### src/hdl/b64sc_pkg.sv
`timescale 1ns / 1ps
`default_nettype none

package b64sc_pkg;

    localparam logic DIR_ENCODE = 1'b0;
    localparam logic DIR_DECODE = 1'b1;

    localparam logic [7:0] CHAR_UPPER_A = 8'd65;
    localparam logic [7:0] CHAR_LOWER_A = 8'd97;
    localparam logic [7:0] CHAR_ZERO    = 8'd48;
    localparam logic [7:0] CHAR_PLUS    = 8'd43;
    localparam logic [7:0] CHAR_SLASH   = 8'd47;
    localparam logic [7:0] CODE_UPPER_LIMIT = 8'd91;
    localparam logic [7:0] CODE_DIGIT_LIMIT = 8'd58;

    localparam logic [5:0] SEXTET_LOWER_BASE = 6'd26;
    localparam logic [5:0] SEXTET_DIGIT_BASE = 6'd52;
    localparam logic [5:0] SEXTET_PLUS       = 6'd62;
    localparam logic [5:0] SEXTET_SLASH      = 6'd63;

    typedef struct packed {
        logic [7:0] in_byte;
        logic       stream_end;
    } in_item_t;

    typedef struct packed {
        logic [7:0] out_byte;
        logic       run_last;
    } out_item_t;

    typedef struct packed {
        logic [1:0] count;
        logic [7:0] first_byte;
        logic [7:0] second_byte;
    } res_pair_t;

    function automatic logic [7:0] sextet_to_char(input logic [5:0] v);
        logic [7:0] c;
        priority if (v < SEXTET_LOWER_BASE) begin
            c = {2'b00, v} + CHAR_UPPER_A;
        end else if (v < SEXTET_DIGIT_BASE) begin
            c = {2'b00, v} - {2'b00, SEXTET_LOWER_BASE} + CHAR_LOWER_A;
        end else if (v < SEXTET_PLUS) begin
            c = {2'b00, v} - {2'b00, SEXTET_DIGIT_BASE} + CHAR_ZERO;
        end else if (v == SEXTET_PLUS) begin
            c = CHAR_PLUS;
        end else begin
            c = CHAR_SLASH;
        end
        return c;
    endfunction

    function automatic logic [5:0] char_to_sextet(input logic [7:0] c);
        logic [7:0] v;
        priority if (c == CHAR_SLASH) begin
            v = {2'b00, SEXTET_SLASH};
        end else if (c == CHAR_PLUS) begin
            v = {2'b00, SEXTET_PLUS};
        end else if (c < CODE_DIGIT_LIMIT) begin
            v = c - CHAR_ZERO + {2'b00, SEXTET_DIGIT_BASE};
        end else if (c < CODE_UPPER_LIMIT) begin
            v = c - CHAR_UPPER_A;
        end else begin
            v = c - CHAR_LOWER_A + {2'b00, SEXTET_LOWER_BASE};
        end
        return v[5:0];
    endfunction

endpackage

`default_nettype wire

### src/hdl/base64_stream_codec_unit.sv
// base64_stream_codec_unit: streaming base64 encoder/decoder, no padding
// cfg_we/cfg_wdata select the direction (0 encode, 1 decode); a write also
// drops any partial group, so write only while the block is idle
// s_ channel: one byte or character per transfer, stream_end marks the last
// item of a stream; m_ channel: one byte or character per transfer, run_last
// marks the final result produced by an input item
// encode gives one or two characters per byte (the partial group is flushed
// zero-filled on stream_end); decode gives zero or one byte per character
// a result is offered in the cycle after its input transfer
// throughput: one item per cycle while m_ready is high and each item yields at
// most one result; an item yielding two holds off the next (one result port)
// a two-entry result register decouples the sides, so the next item is taken
// in the cycle the last pending result leaves
// when m_ready is low results hold steady and s_ready drops once a new item
// would overrun the result register
// reset (aresetn low, synchronous) empties the result register, clears the
// bit accumulator and selects encode
`timescale 1ns / 1ps
`default_nettype none

module base64_stream_codec_unit (
    input  wire logic                 aclk,
    input  wire logic                 aresetn,
    input  wire logic                 cfg_we,
    input  wire logic                 cfg_wdata,
    input  wire logic                 s_valid,
    output logic                      s_ready,
    input  wire b64sc_pkg::in_item_t  s_data,
    output logic                      m_valid,
    input  wire logic                 m_ready,
    output b64sc_pkg::out_item_t      m_data
);
    import b64sc_pkg::*;

    logic      item_fire;
    res_pair_t res;

    assign item_fire = s_valid && s_ready;

    b64sc_core u_core (
        .aclk      (aclk),
        .aresetn   (aresetn),
        .cfg_we    (cfg_we),
        .cfg_wdata (cfg_wdata),
        .item_fire (item_fire),
        .item      (s_data),
        .res       (res)
    );

    b64sc_out_buf u_out_buf (
        .aclk       (aclk),
        .aresetn    (aresetn),
        .load       (item_fire),
        .res        (res),
        .load_ready (s_ready),
        .m_valid    (m_valid),
        .m_ready    (m_ready),
        .m_data     (m_data)
    );

endmodule

`default_nettype wire

### src/hdl/b64sc_core.sv
`timescale 1ns / 1ps
`default_nettype none

module b64sc_core (
    input  wire logic                 aclk,
    input  wire logic                 aresetn,
    input  wire logic                 cfg_we,
    input  wire logic                 cfg_wdata,
    input  wire logic                 item_fire,
    input  wire b64sc_pkg::in_item_t  item,
    output b64sc_pkg::res_pair_t      res
);
    import b64sc_pkg::*;

    logic       direction_reg;
    logic [7:0] pend_bits_reg, pend_bits_next;
    logic [2:0] pend_cnt_reg, pend_cnt_next;

    logic [3:0]  n;
    logic [3:0]  n_left;
    logic [11:0] acc;
    logic [11:0] acc_left;

    function automatic logic [11:0] low_mask(input logic [3:0] bits);
        return (12'd1 << bits) - 12'd1;
    endfunction

    always_comb begin
        res.count       = 2'd0;
        res.first_byte  = 8'd0;
        res.second_byte = 8'd0;
        n               = 4'd0;
        n_left          = 4'd0;
        acc             = 12'd0;
        acc_left        = 12'd0;
        if (direction_reg == DIR_ENCODE) begin
            n   = (pend_cnt_reg > 3'd4) ? 4'd4 : {1'b0, pend_cnt_reg};
            acc = ((({4'b0, pend_bits_reg}) & low_mask(n)) << 8) | {4'b0, item.in_byte};
            n_left         = n + 4'd2;
            res.first_byte = sextet_to_char(6'(acc >> n_left));
            res.count      = 2'd1;
            if (n_left >= 4'd6) begin
                res.second_byte = sextet_to_char(6'(acc >> (n_left - 4'd6)));
                res.count       = 2'd2;
                n_left          = n_left - 4'd6;
            end
            acc_left = acc & low_mask(n_left);
            if (item.stream_end && n_left != 4'd0 && res.count == 2'd1) begin
                res.second_byte = sextet_to_char(6'(acc_left << (4'd6 - n_left)));
                res.count       = 2'd2;
                n_left          = 4'd0;
                acc_left        = 12'd0;
            end
        end else begin
            n   = (pend_cnt_reg > 3'd6) ? 4'd6 : {1'b0, pend_cnt_reg};
            acc = ((({4'b0, pend_bits_reg}) & low_mask(n)) << 6)
                  | {6'b0, char_to_sextet(item.in_byte)};
            n_left = n + 4'd6;
            if (n_left >= 4'd8) begin
                res.first_byte = 8'(acc >> (n_left - 4'd8));
                res.count      = 2'd1;
                n_left         = n_left - 4'd8;
            end
            acc_left = acc & low_mask(n_left);
        end
    end

    always_comb begin
        pend_bits_next = pend_bits_reg;
        pend_cnt_next  = pend_cnt_reg;
        if (cfg_we) begin
            pend_bits_next = 8'd0;
            pend_cnt_next  = 3'd0;
        end else if (item_fire) begin
            if (item.stream_end) begin
                pend_bits_next = 8'd0;
                pend_cnt_next  = 3'd0;
            end else begin
                pend_bits_next = acc_left[7:0];
                pend_cnt_next  = n_left[2:0];
            end
        end
    end

    always_ff @(posedge aclk) begin
        if (!aresetn) begin
            direction_reg <= DIR_ENCODE;
            pend_bits_reg <= 8'd0;
            pend_cnt_reg  <= 3'd0;
        end else begin
            if (cfg_we) begin
                direction_reg <= cfg_wdata;
            end
            pend_bits_reg <= pend_bits_next;
            pend_cnt_reg  <= pend_cnt_next;
        end
    end

endmodule

`default_nettype wire

### src/hdl/b64sc_out_buf.sv
`timescale 1ns / 1ps
`default_nettype none

module b64sc_out_buf (
    input  wire logic                 aclk,
    input  wire logic                 aresetn,
    input  wire logic                 load,
    input  wire b64sc_pkg::res_pair_t res,
    output logic                      load_ready,
    output logic                      m_valid,
    input  wire logic                 m_ready,
    output b64sc_pkg::out_item_t      m_data
);
    import b64sc_pkg::*;

    logic [1:0] rem_reg, rem_next;
    logic [7:0] slot0_reg, slot0_next;
    logic [7:0] slot1_reg, slot1_next;

    // slot1 always holds the final result of an item
    assign m_valid         = (rem_reg != 2'd0);
    assign m_data.out_byte = (rem_reg == 2'd2) ? slot0_reg : slot1_reg;
    assign m_data.run_last = (rem_reg == 2'd1);
    assign load_ready      = (rem_reg == 2'd0) || (rem_reg == 2'd1 && m_ready);

    always_comb begin
        rem_next   = rem_reg;
        slot0_next = slot0_reg;
        slot1_next = slot1_reg;
        if (load) begin
            rem_next = res.count;
            if (res.count == 2'd2) begin
                slot0_next = res.first_byte;
                slot1_next = res.second_byte;
            end else begin
                slot1_next = res.first_byte;
            end
        end else if (m_valid && m_ready) begin
            rem_next = rem_reg - 2'd1;
        end
    end

    always_ff @(posedge aclk) begin
        if (!aresetn) begin
            rem_reg <= 2'd0;
        end else begin
            rem_reg <= rem_next;
        end
        slot0_reg <= slot0_next;
        slot1_reg <= slot1_next;
    end

endmodule

`default_nettype wire
### config.mk
export PLATFORM = sky130hd
export DESIGN_NAME = base64_stream_codec_unit
export DESIGN_NICKNAME = d
export VERILOG_FILES = /design/src/hdl/b64sc_pkg.sv /design/src/hdl/base64_stream_codec_unit.sv /design/src/hdl/b64sc_core.sv /design/src/hdl/b64sc_out_buf.sv
export SDC_FILE = /design/constraint.sdc
export NUM_CORES = 1
export LEC_CHECK = 0
export BUFFER_PORTS_ARGS = -buffer_cell sky130_fd_sc_hd__buf_2
export CAP_MARGIN = 20
export CELL_PAD_IN_SITES_DETAIL_PLACEMENT = 1
export CELL_PAD_IN_SITES_GLOBAL_PLACEMENT = 2
export CORE_MARGIN = 3
export CORE_UTILIZATION = 38
export CTS_CLUSTER_SIZE = 12
export DETAILED_ROUTE_END_ITERATION = 8
export PLACE_DENSITY = 0.84
export SLEW_MARGIN = 20
export SYNTH_ARGS = -nofsm -noshare
export SYNTH_HDL_FRONTEND = slang
export SYNTH_SLANG_ARGS = --single-unit
### constraint.sdc
create_clock -name aclk -period 5.31 [get_ports aclk]
set_clock_uncertainty 0.15 [all_clocks]
set_input_delay 0.2655 -clock aclk [delete_from_list [all_inputs] [get_ports aclk]]
set_output_delay 0.2655 -clock aclk [all_outputs]
set_load 0.01 [all_outputs]
==> key figures <==
Placement
  – Post-DP HPWL: 13550 um
  – Placed inst area: 5164 um^2
  – Placer Congestion: roughly 0.9
  – Port buffer count: 25

Synthesis
  – Post-Synth Simple-Gate Area: a little over a fifth
  – Post-synth EDFFs: 16
  – Syn Nets: 699
  – Post-synthesis compound-gate area fraction: 29.94%
  – Top cell type's share of synthesized area: between 10% and 20%
  – Synth unique cells: 81
  – Synth area leader: ha_1
  – Synth Instances: 640
  – Seq/Total Area, Yosys: ~15%
  – Area share of fa/ha/maj cells after synthesis: 11.18%
  – Mux cell area share after synthesis: about a tenth
  – Netlist Area Pre-Place: around 4900 um^2
  – Flops & latches, synth: 28
  – Top_reg_cell synth: edfxtp_1
  – Yosys warns: 0
  – Top-count cell post-synth: nor2_1
  – Synth cell count leaders: nor2_1, nand2_1, a21oi_1
  – Synth Area in XOR/XNOR: 6.404%
  – Syn avg cell area: 7.693 um^2
  – Top cells by area, synth: ha_1, edfxtp_1, mux2_2
  – Largest family of logic cells by synthesized area: compound AO/OA/AOI/OAI gates
  – Async set or reset register ratio after synthesis: 0%

Timing
  – Unrepaired setup endpoints after global routing: false
  – Max Clock Freq: 0.2168 GHz
  – Least-Margin Pin Slew: 0.9020 ns
  – Setup TNS: 0 ns
  – Final Setup Violations: 0
  – Final hold viol count: 0
  – Tmin final: ~4.6 ns
  – Final Slew Violations: 0
  – Slew Limit Headroom: 39.64%
  – Period utilization: 86.85%

GRT
  – Initial antenna violation count: 0
  – Maximum number of pins on one net before global-route repair: 33
  – GR Util All Layers: 24.26%
  – GRT overflow: 0
  – Vias in the first global route: 5004
  – First-pass GRT wire length: ~28000 um

Route
  – Drt initial violations: 416
  – Post-Route WL: 17750 um
  – DRC: 0
  – Vias after detailed routing: 5090
  – Vias per cell: about 6.3
  – DRT Pass-1 Iters: 5
  – Routed Antenna Nets: 0
  – WL/cell: 21.94 um

Worst setup path
  – R2r worst-path depth: 14
  – R2R Path Start: u_core.pend_cnt_reg[2]$_SDFFE_PP0P_
  – CP max FO: 12
  – Critical path startpoint category: flop
  – Flop-to-flop setup slack: 0.70 ns
  – Worst endpoint required time: 5.19 ns
  – CP arrival: between 4 and 5 ns
  – Crit path kind: reg2reg
  – RR Endpoint: u_out_buf.slot1_reg[1]$_DFFE_PP_
  – Critical path capture point type: flop

Floorplanning
  – Die X: 119.8 um
  – Die ar.: 14360 um^2
  – Top Ports: 26
  – Row count: 40
  – Core area: between 10000 and 15000 um^2
  – Die Height: 119.8 um
  – Starting Density: 39.99%

Power and ir drop
  – Worst IR drop on VDD: 141.3 uV
  – Power per Cell Area: 181.2 nW/um^2
  – LEAKAGE: a little under 2 nW

Clock tree
  – Clock sink total: 28
  – Max clock buf depth: 2
  – Cts repair resizes: 0
  – CTS HTree Levels: 1
  – Post-CTS Setup Repair Bufs: 0
  – Clk slew on worst S/H paths: about 0.070 ns
  – Worst skew pair latency: roughly 0.27 ns
  – CTS tree: built
  – Num CTS Buffers: 3
  – Clk root buf: clkbuf_16
  – Post-cts hold buffer count: 0

Finish
  – Layout Nets: 701
  – Design Area, Final: around 5300 um^2
  – ANT cells: 0
  – Share of post-route cells with drive strength above 1: between 10 and 15%
  – Area grow syn2layout: 7.014%

Flow run
  – Max cap viols: 0

Hold path
  – Critical hold path startpoint: aresetn
  – WHS Endpoint: u_core.direction_reg$_SDFFE_PN0P_
  – Hold path cells: 2
  – Type of the worst min-delay path: in2reg

Outcome
  – Status: finished, final reports clean
metal layers:
layer | vias to the layer above | track usage [%] | share of wire [%] | wire length, um
met5 | - | 0 | 0 | 0
met4 | 0 | 7.445 | 3.1 | 559
met3 | 37 | 1.461 | 3.3 | 579
met2 | 131 | 41.00 | 48 | 8446
met1 | 2532 | 33.22 | 46 | 8161
li1 | 2390 | - | - | -
metrics by stage:
step,hold WS [ns],worst slack (ns),utilization (%),total power [mW],std cells
after floorplan,0.2437,0.9075,-,0.5941,640
after global placement,0.3227,0.9906,41.94,0.7129,805
after detailed placement,0.3450,0.7913,41.94,0.7249,805
after CTS,0.1294,0.7582,42.79,0.9537,809
after global routing,0.1471,0.4553,42.79,1.010,809
final,0.1217,0.6982,42.79,0.9545,809
critical path: stages, from the launching register on:
cell,delay [ns]
dfxtp_1,0.55
clkinv_1,0.26
ha_1,0.30
nor2b_1,0.17
o21ai_0,0.30
a21oi_1,0.10
or3_1,0.55
inv_1,0.20
ha_1,0.25
a221oi_2,0.08
xnor2_1,0.35
nor4b_1,0.09
a311o_1,0.33
or4_4,0.52
a21o_1,0.18
kinds of logic (layout without fill, tap and decap cells):
group | after synthesis | after routing
DFF | 28 | 28
AOI/OAI and AO/OA | 206 | 206
and+or+nand+nor | 211 | 211
muxes | 45 | 45
xor gates and xnor gates | 36 | 36
buffers and inverters | 70 | 71
adders and majority gates | 44 | 44
worst max path at each step:
stage                                        startpoint                               end  slack [ns]  cells past startpoint
floorplan           u_core.pend_cnt_reg[2]$_SDFFE_PP0P_  u_out_buf.slot1_reg[1]$_DFFE_PP_        0.91                     16
detailed placement  u_core.pend_cnt_reg[2]$_SDFFE_PP0P_  u_out_buf.slot1_reg[1]$_DFFE_PP_        0.79                     14
CTS                 u_core.pend_cnt_reg[2]$_SDFFE_PP0P_  u_out_buf.slot1_reg[1]$_DFFE_PP_        0.76                     14
global route        u_core.pend_cnt_reg[2]$_SDFFE_PP0P_  u_out_buf.slot1_reg[1]$_DFFE_PP_        0.46                     14
finish              u_core.pend_cnt_reg[2]$_SDFFE_PP0P_  u_out_buf.slot1_reg[1]$_DFFE_PP_        0.70                     14
global placement    u_core.pend_cnt_reg[2]$_SDFFE_PP0P_  u_out_buf.slot1_reg[1]$_DFFE_PP_        0.99                     14
power breakdown:
group          switching [mW]  total (mW)  internal (mW)
Combinational           0.280       0.454          0.174
Clock                  0.0799       0.230          0.150
Sequential             0.0102       0.270          0.260
placed cells by master (no fill, tap or decap), types with 5 or more instances in the layout:
cell type  Yosys  final
nor3_1        11     11
o21ai_0       28     28
inv_1         27     27
a21o_1         7      7
ha_1          44     44
o31ai_1        7      7
nand2b_1      17     17
a31oi_1        8      8
nand3_1       16     16
a32oi_1        5      5
edfxtp_1      16     16
a22oi_1        7      7
a211oi_1       9      9
xnor2_1       26     26
or3_1          7      7
dfxtp_1       12     12
mux2i_1       18     18
buf_4          2     13
nand2_1       56     56
a21oi_1       48     48
or2_2          6      6
mux2_2        23     23
nor2_1        57     57
buf_2          7     25
o21a_1         5      5
nor2b_1       10     10
o211ai_1      17     17
xor2_1        10     10
o221ai_1       6      6
cell type report:
cell class,count,area (um^2)
tap,168,210.2
multi-input combinational,542,3901
clock inverter,1,30.03
inverter,29,108.9
timing repair buffer,38,222.7
fill,1582,7043
sequential,28,720.7
clock buffer,3,75.07
No activity file was read; power rests on OpenSTA's default activity.
